`src/rtl/sjsr_pkg.sv`:
```
// Package: types, codes and constants of the servo joint slew ramp.
package sjsr_pkg;

  localparam logic [1:0] OP_SET_TARGET = 2'd0;
  localparam logic [1:0] OP_SET_ANGLE  = 2'd1;
  localparam logic [1:0] OP_TICK       = 2'd2;

  localparam logic [1:0] KIND_WRITE  = 2'd0;
  localparam logic [1:0] KIND_ACCEPT = 2'd1;
  localparam logic [1:0] KIND_REJECT = 2'd2;
  localparam logic [1:0] KIND_DONE   = 2'd3;

  localparam logic [1:0] CFG_PULSE_MIN = 2'd0;
  localparam logic [1:0] CFG_PULSE_MAX = 2'd1;
  localparam logic [1:0] CFG_LEG_MASK  = 2'd2;

  localparam logic [11:0] PULSE_MIN_RST = 12'd150;
  localparam logic [11:0] PULSE_MAX_RST = 12'd600;
  localparam logic [5:0]  LEG_MASK_RST  = 6'd63;
  localparam logic [7:0]  ANGLE_MAX     = 8'd180;

  // floor(2^32 / 180); quotient estimate is exact or one low
  localparam logic [24:0] RECIP_180 = 25'd23860929;
  localparam int          RECIP_SHIFT = 32;

  typedef struct packed {
    logic [1:0] op;
    logic [2:0] leg;
    logic [1:0] joint;
    logic [7:0] angle;
  } sjsr_in_t;

  typedef struct packed {
    logic [1:0]  kind;
    logic        board;
    logic [3:0]  channel;
    logic [11:0] pulse;
    logic [2:0]  out_leg;
    logic [1:0]  out_joint;
    logic [7:0]  out_angle;
    logic        last;
  } sjsr_out_t;

  typedef struct packed {
    logic       board;
    logic [3:0] channel;
  } sjsr_chan_t;

  typedef enum logic [2:0] {
    ST_IDLE,
    ST_SET,
    ST_PULSE,
    ST_LAST,
    ST_SCAN,
    ST_TPUSH,
    ST_FLUSH
  } sjsr_state_e;

  typedef enum logic [1:0] {
    PU_IDLE,
    PU_MUL,
    PU_RECIP,
    PU_FIX
  } sjsr_pu_state_e;

  function automatic logic [7:0] home_angle(input logic [1:0] j0);
    logic [7:0] a;
    case (j0)
      2'd1:    a = 8'd153;
      2'd2:    a = 8'd160;
      default: a = 8'd90;
    endcase
    return a;
  endfunction

  // board = (leg-1)/3 mod 2, channel = ((leg-1) mod 3)*4 + joint-1
  function automatic sjsr_chan_t chan_of(input logic [2:0] leg0, input logic [1:0] j0);
    sjsr_chan_t c;
    logic [3:0] base;
    case (leg0)
      3'd0:    begin c.board = 1'b0; base = 4'd0; end
      3'd1:    begin c.board = 1'b0; base = 4'd4; end
      3'd2:    begin c.board = 1'b0; base = 4'd8; end
      3'd3:    begin c.board = 1'b1; base = 4'd0; end
      3'd4:    begin c.board = 1'b1; base = 4'd4; end
      3'd5:    begin c.board = 1'b1; base = 4'd8; end
      3'd6:    begin c.board = 1'b0; base = 4'd0; end
      default: begin c.board = 1'b0; base = 4'd4; end
    endcase
    c.channel = base + 4'(j0);
    return c;
  endfunction

endpackage

```
`src/rtl/sjsr_pulse.sv`:
```
// Pulse unit: min + angle*(max-min)/180 on one shared multiplier, in steps MUL, RECIP and FIX.
module sjsr_pulse import sjsr_pkg::*; (
  input  logic        clk_i,
  input  logic        rst_ni,
  input  logic        start_i,
  input  logic [7:0]  angle_i,
  input  logic [11:0] pulse_min_i,
  input  logic [11:0] pulse_max_i,
  output logic        done_o,
  output logic [11:0] pulse_o
);

  sjsr_pu_state_e st_q, st_d;
  logic [7:0]  ang_q, ang_d;
  logic [19:0] prod_q, prod_d;
  logic [11:0] quo_q, quo_d;

  logic [12:0] diff;
  logic        neg;
  logic [11:0] mag;
  logic [19:0] mul_a;
  logic [24:0] mul_b;
  logic [44:0] mul_p;
  logic [19:0] rem;
  logic [11:0] quo_fix;

  assign diff = {1'b0, pulse_max_i} - {1'b0, pulse_min_i};
  assign neg  = diff[12];
  assign mag  = neg ? 12'(-diff) : diff[11:0];

  assign mul_a = (st_q == PU_RECIP) ? prod_q : 20'(ang_q);
  assign mul_b = (st_q == PU_RECIP) ? RECIP_180 : 25'(mag);
  assign mul_p = {25'd0, mul_a} * {20'd0, mul_b};

  assign rem     = prod_q - 20'(quo_q) * 20'd180;
  assign quo_fix = (rem >= 20'(ANGLE_MAX)) ? quo_q + 12'd1 : quo_q;

  assign done_o  = (st_q == PU_FIX);
  assign pulse_o = neg ? pulse_min_i - quo_fix : pulse_min_i + quo_fix;

  always_ff @(posedge clk_i or negedge rst_ni) begin
    if (!rst_ni) begin
      st_q <= PU_IDLE;
    end else begin
      st_q <= st_d;
    end
  end

  always_ff @(posedge clk_i) begin
    ang_q  <= ang_d;
    prod_q <= prod_d;
    quo_q  <= quo_d;
  end

  always_comb begin
    st_d   = st_q;
    ang_d  = ang_q;
    prod_d = prod_q;
    quo_d  = quo_q;
    case (st_q)
      PU_IDLE: begin
        if (start_i) begin
          ang_d = angle_i;
          st_d  = PU_MUL;
        end
      end
      PU_MUL: begin
        prod_d = mul_p[19:0];
        st_d   = PU_RECIP;
      end
      PU_RECIP: begin
        quo_d = mul_p[RECIP_SHIFT +: 12];
        st_d  = PU_FIX;
      end
      PU_FIX: begin
        st_d = PU_IDLE;
      end
      default: st_d = PU_IDLE;
    endcase
  end

endmodule

```
`src/rtl/servo_joint_slew_ramp.sv`:
```
// Top level: per-joint angle/target tracker with one-degree slew per tick.
//
//  channel   dir  handshake          payload
//  in        in   in_valid_i/stall   sjsr_in_t  (op, leg, joint, angle)
//  out       out  out_valid_o/stall  sjsr_out_t (kind .. last)
//  cfg       in   cfg_valid_i/ready  cfg_index_i, cfg_data_i
//
// Set target or reject: states SET, LAST; direct set: SET, PULSE (waits for the pulse unit), LAST.
// Tick: SCAN visits each joint in turn; each joint that moves passes through PULSE and TPUSH;
// FLUSH then sends the final transfer, or a DONE item when no joint moved.
// Reset restores home angles and config defaults at once; no clearing pass.
// in_stall_o is high while an item is in work; a result waiting in the output
// register does not stall input. cfg_ready_o is always high.
module servo_joint_slew_ramp import sjsr_pkg::*; #(
  parameter int NUM_LEGS       = 6,
  parameter int JOINTS_PER_LEG = 3
) (
  input  logic        clk_i,
  input  logic        rst_ni,
  input  logic        in_valid_i,
  output logic        in_stall_o,
  input  sjsr_in_t    in_data_i,
  output logic        out_valid_o,
  input  logic        out_stall_i,
  output sjsr_out_t   out_data_o,
  input  logic        cfg_valid_i,
  output logic        cfg_ready_o,
  input  logic [1:0]  cfg_index_i,
  input  logic [11:0] cfg_data_i
);

  localparam int NJ    = NUM_LEGS * JOINTS_PER_LEG;
  localparam int LEG_W = (NUM_LEGS > 1) ? $clog2(NUM_LEGS) : 1;
  localparam int JNT_W = (JOINTS_PER_LEG > 1) ? $clog2(JOINTS_PER_LEG) : 1;
  localparam int IDX_W = (NJ > 1) ? $clog2(NJ) : 1;

  sjsr_state_e       state_q, state_d;
  sjsr_in_t          item_q, item_d;
  logic [LEG_W-1:0]  leg_cnt_q, leg_cnt_d;
  logic [JNT_W-1:0]  jnt_cnt_q, jnt_cnt_d;
  sjsr_out_t         res_q, res_d;
  sjsr_out_t         pend_q, pend_d;
  logic              pend_vld_q, pend_vld_d;
  sjsr_out_t         out_q, out_d;
  logic              out_vld_q, out_vld_d;
  logic [11:0]       pmin_q, pmax_q;
  logic [5:0]        mask_q;

  logic [7:0]        ja_q [NJ];
  logic [7:0]        ta_q [NJ];

  logic              is_tick;
  logic [2:0]        set_leg0, leg0;
  logic [1:0]        set_j0, j0;
  logic              set_leg_ok, set_jnt_ok;
  logic [IDX_W-1:0]  acc_idx;
  logic [7:0]        mask8;
  logic              present;
  logic [7:0]        cur, tgt, step_ang;
  sjsr_chan_t        chan;
  logic              last_pos, adv, out_free;
  logic              ja_we, ta_we;
  logic [7:0]        ja_wd;
  logic              pu_start, pu_done;
  logic [7:0]        pu_angle;
  logic [11:0]       pu_pulse;

  sjsr_pulse u_pulse (
    .clk_i      (clk_i),
    .rst_ni     (rst_ni),
    .start_i    (pu_start),
    .angle_i    (pu_angle),
    .pulse_min_i(pmin_q),
    .pulse_max_i(pmax_q),
    .done_o     (pu_done),
    .pulse_o    (pu_pulse)
  );

  assign in_stall_o  = (state_q != ST_IDLE);
  assign out_valid_o = out_vld_q;
  assign out_data_o  = out_q;
  assign cfg_ready_o = 1'b1;
  assign out_free    = !out_vld_q || !out_stall_i;

  assign is_tick    = (item_q.op == OP_TICK);
  assign set_leg0   = item_q.leg - 3'd1;
  assign set_j0     = item_q.joint - 2'd1;
  assign set_leg_ok = (item_q.leg != 3'd0) && (4'(item_q.leg) <= 4'(NUM_LEGS));
  assign set_jnt_ok = (item_q.joint != 2'd0) && (3'(item_q.joint) <= 3'(JOINTS_PER_LEG));
  assign leg0       = is_tick ? 3'(leg_cnt_q) : set_leg0;
  assign j0         = is_tick ? 2'(jnt_cnt_q) : set_j0;
  assign acc_idx    = IDX_W'(int'(leg0) * JOINTS_PER_LEG + int'(j0));
  assign mask8      = {2'b00, mask_q};
  assign present    = mask8[leg0];
  assign cur        = ja_q[acc_idx];
  assign tgt        = ta_q[acc_idx];
  assign step_ang   = (cur < tgt) ? cur + 8'd1 : cur - 8'd1;
  assign chan       = chan_of(leg0, j0);
  assign last_pos   = (leg_cnt_q == LEG_W'(NUM_LEGS - 1)) &&
                      (jnt_cnt_q == JNT_W'(JOINTS_PER_LEG - 1));

  always_ff @(posedge clk_i or negedge rst_ni) begin
    if (!rst_ni) begin
      pmin_q <= PULSE_MIN_RST;
      pmax_q <= PULSE_MAX_RST;
      mask_q <= LEG_MASK_RST;
    end else if (cfg_valid_i) begin
      case (cfg_index_i)
        CFG_PULSE_MIN: pmin_q <= cfg_data_i;
        CFG_PULSE_MAX: pmax_q <= cfg_data_i;
        CFG_LEG_MASK:  mask_q <= cfg_data_i[5:0];
        default: ;
      endcase
    end
  end

  for (genvar g = 0; g < NJ; g++) begin : g_ent
    localparam logic [7:0] HOME_ANG = home_angle(2'(g % JOINTS_PER_LEG));
    always_ff @(posedge clk_i or negedge rst_ni) begin
      if (!rst_ni) begin
        ja_q[g] <= HOME_ANG;
        ta_q[g] <= HOME_ANG;
      end else begin
        if (ja_we && acc_idx == IDX_W'(g)) begin
          ja_q[g] <= ja_wd;
        end
        if (ta_we && acc_idx == IDX_W'(g)) begin
          ta_q[g] <= item_q.angle;
        end
      end
    end
  end

  always_ff @(posedge clk_i or negedge rst_ni) begin
    if (!rst_ni) begin
      state_q    <= ST_IDLE;
      pend_vld_q <= 1'b0;
      out_vld_q  <= 1'b0;
      leg_cnt_q  <= '0;
      jnt_cnt_q  <= '0;
    end else begin
      state_q    <= state_d;
      pend_vld_q <= pend_vld_d;
      out_vld_q  <= out_vld_d;
      leg_cnt_q  <= leg_cnt_d;
      jnt_cnt_q  <= jnt_cnt_d;
    end
  end

  always_ff @(posedge clk_i) begin
    item_q <= item_d;
    res_q  <= res_d;
    pend_q <= pend_d;
    out_q  <= out_d;
  end

  always_comb begin
    state_d    = state_q;
    item_d     = item_q;
    leg_cnt_d  = leg_cnt_q;
    jnt_cnt_d  = jnt_cnt_q;
    res_d      = res_q;
    pend_d     = pend_q;
    pend_vld_d = pend_vld_q;
    out_d      = out_q;
    out_vld_d  = out_vld_q && out_stall_i;
    ja_we      = 1'b0;
    ta_we      = 1'b0;
    ja_wd      = item_q.angle;
    pu_start   = 1'b0;
    pu_angle   = item_q.angle;
    adv        = 1'b0;

    case (state_q)
      ST_IDLE: begin
        if (in_valid_i) begin
          item_d    = in_data_i;
          leg_cnt_d = '0;
          jnt_cnt_d = '0;
          if (in_data_i.angle > ANGLE_MAX) begin
            item_d.angle = ANGLE_MAX;
          end
          case (in_data_i.op)
            OP_SET_TARGET, OP_SET_ANGLE: state_d = ST_SET;
            OP_TICK:                     state_d = ST_SCAN;
            default:                     state_d = ST_IDLE;
          endcase
        end
      end
      ST_SET: begin
        res_d = '0;
        if (!(set_leg_ok && set_jnt_ok && (present || item_q.op == OP_SET_ANGLE))) begin
          res_d.kind = KIND_REJECT;
          state_d    = ST_LAST;
        end else begin
          ta_we           = 1'b1;
          res_d.out_leg   = item_q.leg;
          res_d.out_joint = item_q.joint;
          res_d.out_angle = item_q.angle;
          if (item_q.op == OP_SET_TARGET) begin
            res_d.kind = KIND_ACCEPT;
            state_d    = ST_LAST;
          end else begin
            ja_we         = 1'b1;
            pu_start      = 1'b1;
            res_d.kind    = KIND_WRITE;
            res_d.board   = chan.board;
            res_d.channel = chan.channel;
            state_d       = ST_PULSE;
          end
        end
      end
      ST_PULSE: begin
        if (pu_done) begin
          res_d.pulse = pu_pulse;
          state_d     = is_tick ? ST_TPUSH : ST_LAST;
        end
      end
      ST_LAST: begin
        if (out_free) begin
          out_d      = res_q;
          out_d.last = 1'b1;
          out_vld_d  = 1'b1;
          state_d    = ST_IDLE;
        end
      end
      ST_SCAN: begin
        if (present && cur != tgt) begin
          ja_we           = 1'b1;
          ja_wd           = step_ang;
          pu_angle        = step_ang;
          pu_start        = 1'b1;
          res_d           = '0;
          res_d.kind      = KIND_WRITE;
          res_d.board     = chan.board;
          res_d.channel   = chan.channel;
          res_d.out_leg   = leg0 + 3'd1;
          res_d.out_joint = j0 + 2'd1;
          res_d.out_angle = step_ang;
          state_d         = ST_PULSE;
        end else begin
          adv     = 1'b1;
          state_d = last_pos ? ST_FLUSH : ST_SCAN;
        end
      end
      ST_TPUSH: begin
        if (!pend_vld_q || out_free) begin
          if (pend_vld_q) begin
            out_d     = pend_q;
            out_vld_d = 1'b1;
          end
          pend_d     = res_q;
          pend_vld_d = 1'b1;
          adv        = 1'b1;
          state_d    = last_pos ? ST_FLUSH : ST_SCAN;
        end
      end
      ST_FLUSH: begin
        if (out_free) begin
          if (pend_vld_q) begin
            out_d = pend_q;
          end else begin
            out_d      = '0;
            out_d.kind = KIND_DONE;
          end
          out_d.last = 1'b1;
          out_vld_d  = 1'b1;
          pend_vld_d = 1'b0;
          state_d    = ST_IDLE;
        end
      end
      default: state_d = ST_IDLE;
    endcase

    if (adv) begin
      if (jnt_cnt_q == JNT_W'(JOINTS_PER_LEG - 1)) begin
        jnt_cnt_d = '0;
        leg_cnt_d = leg_cnt_q + LEG_W'(1);
      end else begin
        jnt_cnt_d = jnt_cnt_q + JNT_W'(1);
      end
    end
  end

  a_pend_tick: assert property (@(posedge clk_i) disable iff (!rst_ni)
    pend_vld_q |-> item_q.op == OP_TICK)
    else $error("pending write outside a tick");

  a_idle_no_pend: assert property (@(posedge clk_i) disable iff (!rst_ni)
    state_q == ST_IDLE |-> !pend_vld_q)
    else $error("pending write left behind at idle");

  a_pu_done: assert property (@(posedge clk_i) disable iff (!rst_ni)
    pu_done |-> state_q == ST_PULSE)
    else $error("pulse result with no one waiting");

  a_angle_range: assert property (@(posedge clk_i) disable iff (!rst_ni)
    state_q == ST_SCAN |-> (cur <= ANGLE_MAX) && (tgt <= ANGLE_MAX))
    else $error("tracked angle out of range");

  a_flush_last: assert property (@(posedge clk_i) disable iff (!rst_ni)
    (state_q == ST_FLUSH) && out_free |=> out_vld_q && out_q.last)
    else $error("tick ended without a final transfer");

endmodule
```
`config.mk`:
```
export PLATFORM = sky130hd
export DESIGN_NAME = servo_joint_slew_ramp
export DESIGN_NICKNAME = d
export VERILOG_FILES = /design/src/rtl/sjsr_pkg.sv /design/src/rtl/sjsr_pulse.sv /design/src/rtl/servo_joint_slew_ramp.sv
export SDC_FILE = /design/constraint.sdc
export NUM_CORES = 2
export LEC_CHECK = 0
export ABC_AREA = 0
export BUFFER_PORTS_ARGS = -buffer_cell sky130_fd_sc_hd__buf_2
export CORE_MARGIN = 3
export CORE_UTILIZATION = 35
export DETAILED_ROUTE_END_ITERATION = 8
export MAX_ROUTING_LAYER = met4
export SLEW_MARGIN = 10
export SYNTH_ARGS = -nofsm -noshare
export SYNTH_HDL_FRONTEND = slang
export SYNTH_SLANG_ARGS = --single-unit
```
`constraint.sdc`:
```
create_clock -name clk_i -period 13.8 [get_ports clk_i]
set_input_delay 2.76 -clock clk_i [delete_from_list [all_inputs] [get_ports clk_i]]
set_output_delay 2.76 -clock clk_i [all_outputs]
set_load 0.05 [all_outputs]
```
# --- After elaboration in Yosys (flattened, before gate mapping) ---
# Cells that the tools add are included.
word_totals:
  input_bits: 34
  out_inout_bits: 36
  elab_cells: 305
  regBits: 484
op_classes:
  n_bitwise: 1
  eq_ne: 49
  n_lt_le_gt_ge: 6
  mux: 73
  reduce_logical: 81
  multipliers: 3
  addsub: 16
ops:
  columns: ["operator", "count"]
  rows:
  - ["$mux 33", 6]
  - ["$pmux 33 s3", 1]
  - ["$bmux 8 s5", 2]
  - ["$mux 8", 7]
  - ["$mux 12", 4]
  - ["$mul 20x25->44", 1]
  - ["$logic_and 1x1->1", 42]
  - ["$eq 5x4->1 const B", 8]
  - ["$pmux 12 s3", 1]
  - ["$mux 3", 11]
  - ["$pmux 14 s2", 1]
  - ["$mux 25", 1]
  - ["$eq 3x3->1 const B", 7]
  - ["$eq 5x3->1 const B", 4]
  - ["$ge 20x8->1 const B", 1]
  - ["$mux 20", 1]
  - ["$sub 20x20->20", 1]
  - ["$mul 12x6->18 const B", 1]
  - ["$pmux 3 s6", 1]
  - ["$mux 1", 17]
  - ["$mux 2", 8]
  - ["$ne 2x2->1 const B", 8]
  - ["$reduce_and 2->1", 8]
  - ["$pmux 7 s2", 1]
  - ["other kinds (48)", 86]

# --- Logic depth before layout (Yosys ltp) ---
logic_depth:
  depth_word: 14
  mapped_depth: 43
  ltp_nobuf: 42

# --- By module ---
# Synthesis repeated with hierarchy kept, for this count alone.
hier_totals:
  cells_unflattened: 3331
  area_unflattened_um2: 36985.5
by_module_without_submodules:
  columns: ["mod", "seq_area_each_um2", "cells_per_inst", "area_each_um2", "n_inst"]
  rows:
  - ["servo_joint_slew_ramp", 11738.8, 1515, 20050.5, 1]
  - ["sjsr_pulse", 1251.2, 1816, 16935.0, 1]

# --- Least setup slack after synthesis ---
# OpenSTA, ideal clock, no wires.
synth_timing:
  path_type: "register -> register"
  start: "register pmin_q[1]"
  end: "register u_pulse.quo_q[10] (data pin)"
  t_arrival_ns: 9.032
  path_buffers: 0
  setup_slack_ns: 4.505
  path_stages_with_launch: 37
  t_required_ns: 13.537
  setup_ns: 0.263
  synth_period_minus_slack_ns: 9.295
  cell_sequence: "dfstp_2 inv_1 ha_1 nor2b_1 o21ai_0 a21oi_1 o21ai_0 a21boi_0 o21ai_0 nor3b_1 o221ai_1 o41ai_1 xnor2_1 nand2_1 fa_1 fa_1 fa_1 inv_1 fa_1 fa_1 inv_1 fa_1 inv_1 ha_1 ha_1 a21o_1 a21o_1 a21oi_1 o21ai_0 or3_1 a41oi_1 o41ai_1 a221o_1 o21ai_0 nand2_1 a311oi_1 xnor2_1"
synth_between:
  elab_chain_cells: 5
synth_rtl:
  columns: ["item", "line_no", "text"]
  rows:
  - ["start: declaration", "servo_joint_slew_ramp.sv:46", "logic [11:0] pmin_q, pmax_q;"]
  - ["start signal: assignment", "servo_joint_slew_ramp.sv:109", "CFG_PULSE_MIN: pmin_q <= cfg_data_i;"]
  - ["$sub 12x12->13 (*)", "sjsr_pulse.sv:27", "assign diff = {1'b0, pulse_max_i} - {1'b0, pulse_min_i};"]
  - ["$neg 12->12", "sjsr_pulse.sv:29", "assign mag = neg ? 12'(-diff) : diff[11:0];"]
  - ["$mux 12 (*)", "sjsr_pulse.sv:29", null]
  - ["$mux 25 (*)", "sjsr_pulse.sv:32", "assign mul_b = (st_q == PU_RECIP) ? RECIP_180 : 25'(mag);"]
  - ["$mul 20x25->44 (*)", "sjsr_pulse.sv:33", "assign mul_p = {25'd0, mul_a} * {20'd0, mul_b};"]
  - ["net u_pulse.mul_p[42]", "sjsr_pulse.sv:23", "logic [44:0] mul_p;"]
  - ["end signal: assignment", "sjsr_pulse.sv:52", "quo_q <= quo_d;"]
  - ["end: declaration", "sjsr_pulse.sv:16", "logic [11:0] quo_q, quo_d;"]
# Mark *: on every way through the listed nets, which the timed path passes. The rest lies on a longest branch.
# A chain may end at the register's enable or synchronous reset.

# --- Worst setup path in the final report ---
# Same ends and word-level chain as after synthesis.

==> metrics.yaml <==
rows: 118
end_kind: "flip-flop"
cp_slowest_stage_delay_ns: 0.80
hold_viol: 0
worst_slew_pin_slew_ns: 1.14
synthSimpleGateAreaFrac: 0.0755
clock_latency_ns: 0.62
clk_root_buffer_cell: "clkbuf_16"
synthCells: 3134
gp_congestion: 0.901
diodes: 0
die_w_um: 330
ys_warn_count: 0
dieArea_mm2: 0.109
die_y_um: 330
async_flop_share: 0.685
grt_overflow: 0
required_ns: 14.10
grt_setup_unrepaired: "false"
cts_buffer_depth: 3
synth_ff_type: "dfrtp_1"
cts.clk_slew.worst_paths_ns: 0.06
relSlewSlack: 0.236
regArea_mm2: 0.0130
yosys.area_share.xor_xnor: 0.0267
yosysUniqueCellTypes: 81
post_drt_wl_per_cell_um: 18.5
grt_first_pass_wirelength_um: 140000
cts_hold_buf: 0
drc_errors: 0
final_common_cell: "inv_1"
fmax_mhz: 95.5
nNetsFinal: 3924
min_period_over_period: 0.758
antenna_found_initial: 0
dr.pass1.iters: 5
syn_avg_cell_area_um2: 11.8
instances_no_fill: 4694
setup_viol: 0
clock-skew-final_ns: 0.0657
antenna_left: 0
final_core_util: 0.393
syn_to_final_growth_pct: 11.0
drive_above_1_share: 0.228
fin_ws_ns: 3.33
synth_fa_ha_area_frac: 0.270
grt_pass1_vias: 24889
via_per_inst: 5.02
synth_area_leaders: "fa_1 (16%), dfrtp_1 (13%), edfxtp_1 (12%), ha_1 (11%), dfstp_2 (9.6%)"
synth_top_family_by_area: "adder cells"
worst_setup_path_start_kind: "flip-flop"
syn_area_mm2: 0.0368
cts_setup_buffers: 0
first_iter_violations: 1553
place_ws_ns: 3.45
cts.repair.resized: 0
path_common_cell: "fa_1"
critPathSlowestCell: "o41ai_1"
ios: 70
maxCapViolations: 0
synthMuxAreaShare: 0.145
synth_area_leader_cell: "fa_1"
hold_class: "reg2reg"
dp_hpwl_um: 66100
synth.top_cell.area_share: 0.160
start_util: 0.354
grt_max_degree: 173
ys_seq_elements: 482
critPathMaxFanout: 6
crit_family: "compound AO/OA/AOI/OAI gates"
worst_ep_arrival_time_ns: 10.76
wl_um: 87100
num_vias: 23547
ys_seq_area_frac: 0.353
cp_num_buf_inv: 4
synth_compound_area_frac: 0.0741
dp_cells: 4601
cts_max_level: 2
cts_tree: "done"
cts_made_buffers: 50
synth_edf_count: 152
final_cell_mix: "inv_1 (440), ha_1 (320), mux2_2 (308)"
worstSetupPathType: "reg2reg"
core_mm2: 0.104
grt.total_usage: 0.168
status: "complete, no violations"
period_minus_slack_ns: 10.47
slew_violations: 0
io_buffer_count: 68
multi_input_area_mm2: 0.0222
cts.sinks: 482
fillCellCount: 10063
fin_tns_setup_ns: 0
-- Yosys cell counts (5+ instances only) --
library cell,number
nand3b_1,7
mux2i_1,8
nor3_1,36
xnor2_1,57
buf_1,15
nor4_1,6
nand3_1,51
and2_1,23
a211oi_1,5
o31ai_1,7
mux4_2,80
nor3b_1,9
dfstp_2,134
a21o_1,39
ha_1,323
a22o_1,32
o21a_1,13
nand4_1,7
dfrtp_1,196
nand3_2,8
o22ai_1,6
inv_1,440
or3_1,11
nand2b_1,37
nand2_1,164
or2_2,8
clkbuf_1,80
o21ai_1,12
and3_1,13
nor2_1,154
a221o_1,9
mux2_2,308
a221oi_1,10
o221ai_1,5
o21ai_0,93
o211ai_1,6
fa_1,294
a21oi_1,107
a31oi_1,8
o21bai_1,15
edfxtp_1,152
nor2b_1,23
xor2_1,52
a21boi_0,6
-- registers in the layout, summed over array words and instances, names as in the netlist, 6 cells and up --
name,count
item_q,15
ja_q,144
mask_q,6
out_data_o,33
pend_q,32
pmax_q,12
pmin_q,12
res_q,32
ta_q,144
u_pulse.ang_q,8
u_pulse.prod_q,20
u_pulse.quo_q,12
-- per-layer routing --
layer	up-vias	track usage	share of wire	wire [µm]
met5	-	-	0	0
met1	12029	0.223	0.46	39900
met3	129	0.0183	0.032	2810
met2	404	0.275	0.48	42100
met4	0	0.0448	0.026	2270
li1	10985	-	-	-
-- path summary, 6_finish.rpt --
kind	start	to	slack (ns)	depth (start not counted)
max	pmin_q[1]$_DFFE_PN1P_	u_pulse.quo_q[10]$_DFFE_PP_	3.33	36
min	res_q[30]$_DFFE_PP_	pend_q[30]$_DFFE_PP_	0.45	0
max reg2reg	pmin_q[1]$_DFFE_PN1P_	u_pulse.quo_q[10]$_DFFE_PP_	3.33	36
min reg2reg	res_q[30]$_DFFE_PP_	pend_q[30]$_DFFE_PP_	0.45	0
max in group asynchronous	rst_ni	pmax_q[11]$_DFFE_PN0P_	10.02	2
min in group asynchronous	rst_ni	ja_q[23]$_DFFE_PN0P_	2.20	1
-- per-stage QoR --
stage,hold slack [ns],instance area [µm²]
final,0.446,40900
after global routing,0.448,40900
after CTS,0.445,40900
after detailed placement,0.436,39200
after global placement,0.435,39200
after floorplan,0.427,37100
-- cell type report --
class | count | share of cell area
Tap cell | 1380 | 0.0422
Sequential cell | 482 | 0.318
Clock inverter | 32 | 0.00790
Clock buffer | 61 | 0.0334
Timing Repair Buffer | 107 | 0.0160
Multi-Input combinational cell | 2191 | 0.542
Inverter | 441 | 0.0405
-- cell families after synthesis --
family | count (synthesis)
other cells | 2
mux | 396
buf+inv | 544
flops | 482
simple gates | 571
fa+ha+maj | 617
xor+xnor | 110
compound gates | 412
Power is not shown: default switching activity piles up to over one toggle a cycle in this logic, so the estimate is an artifact.
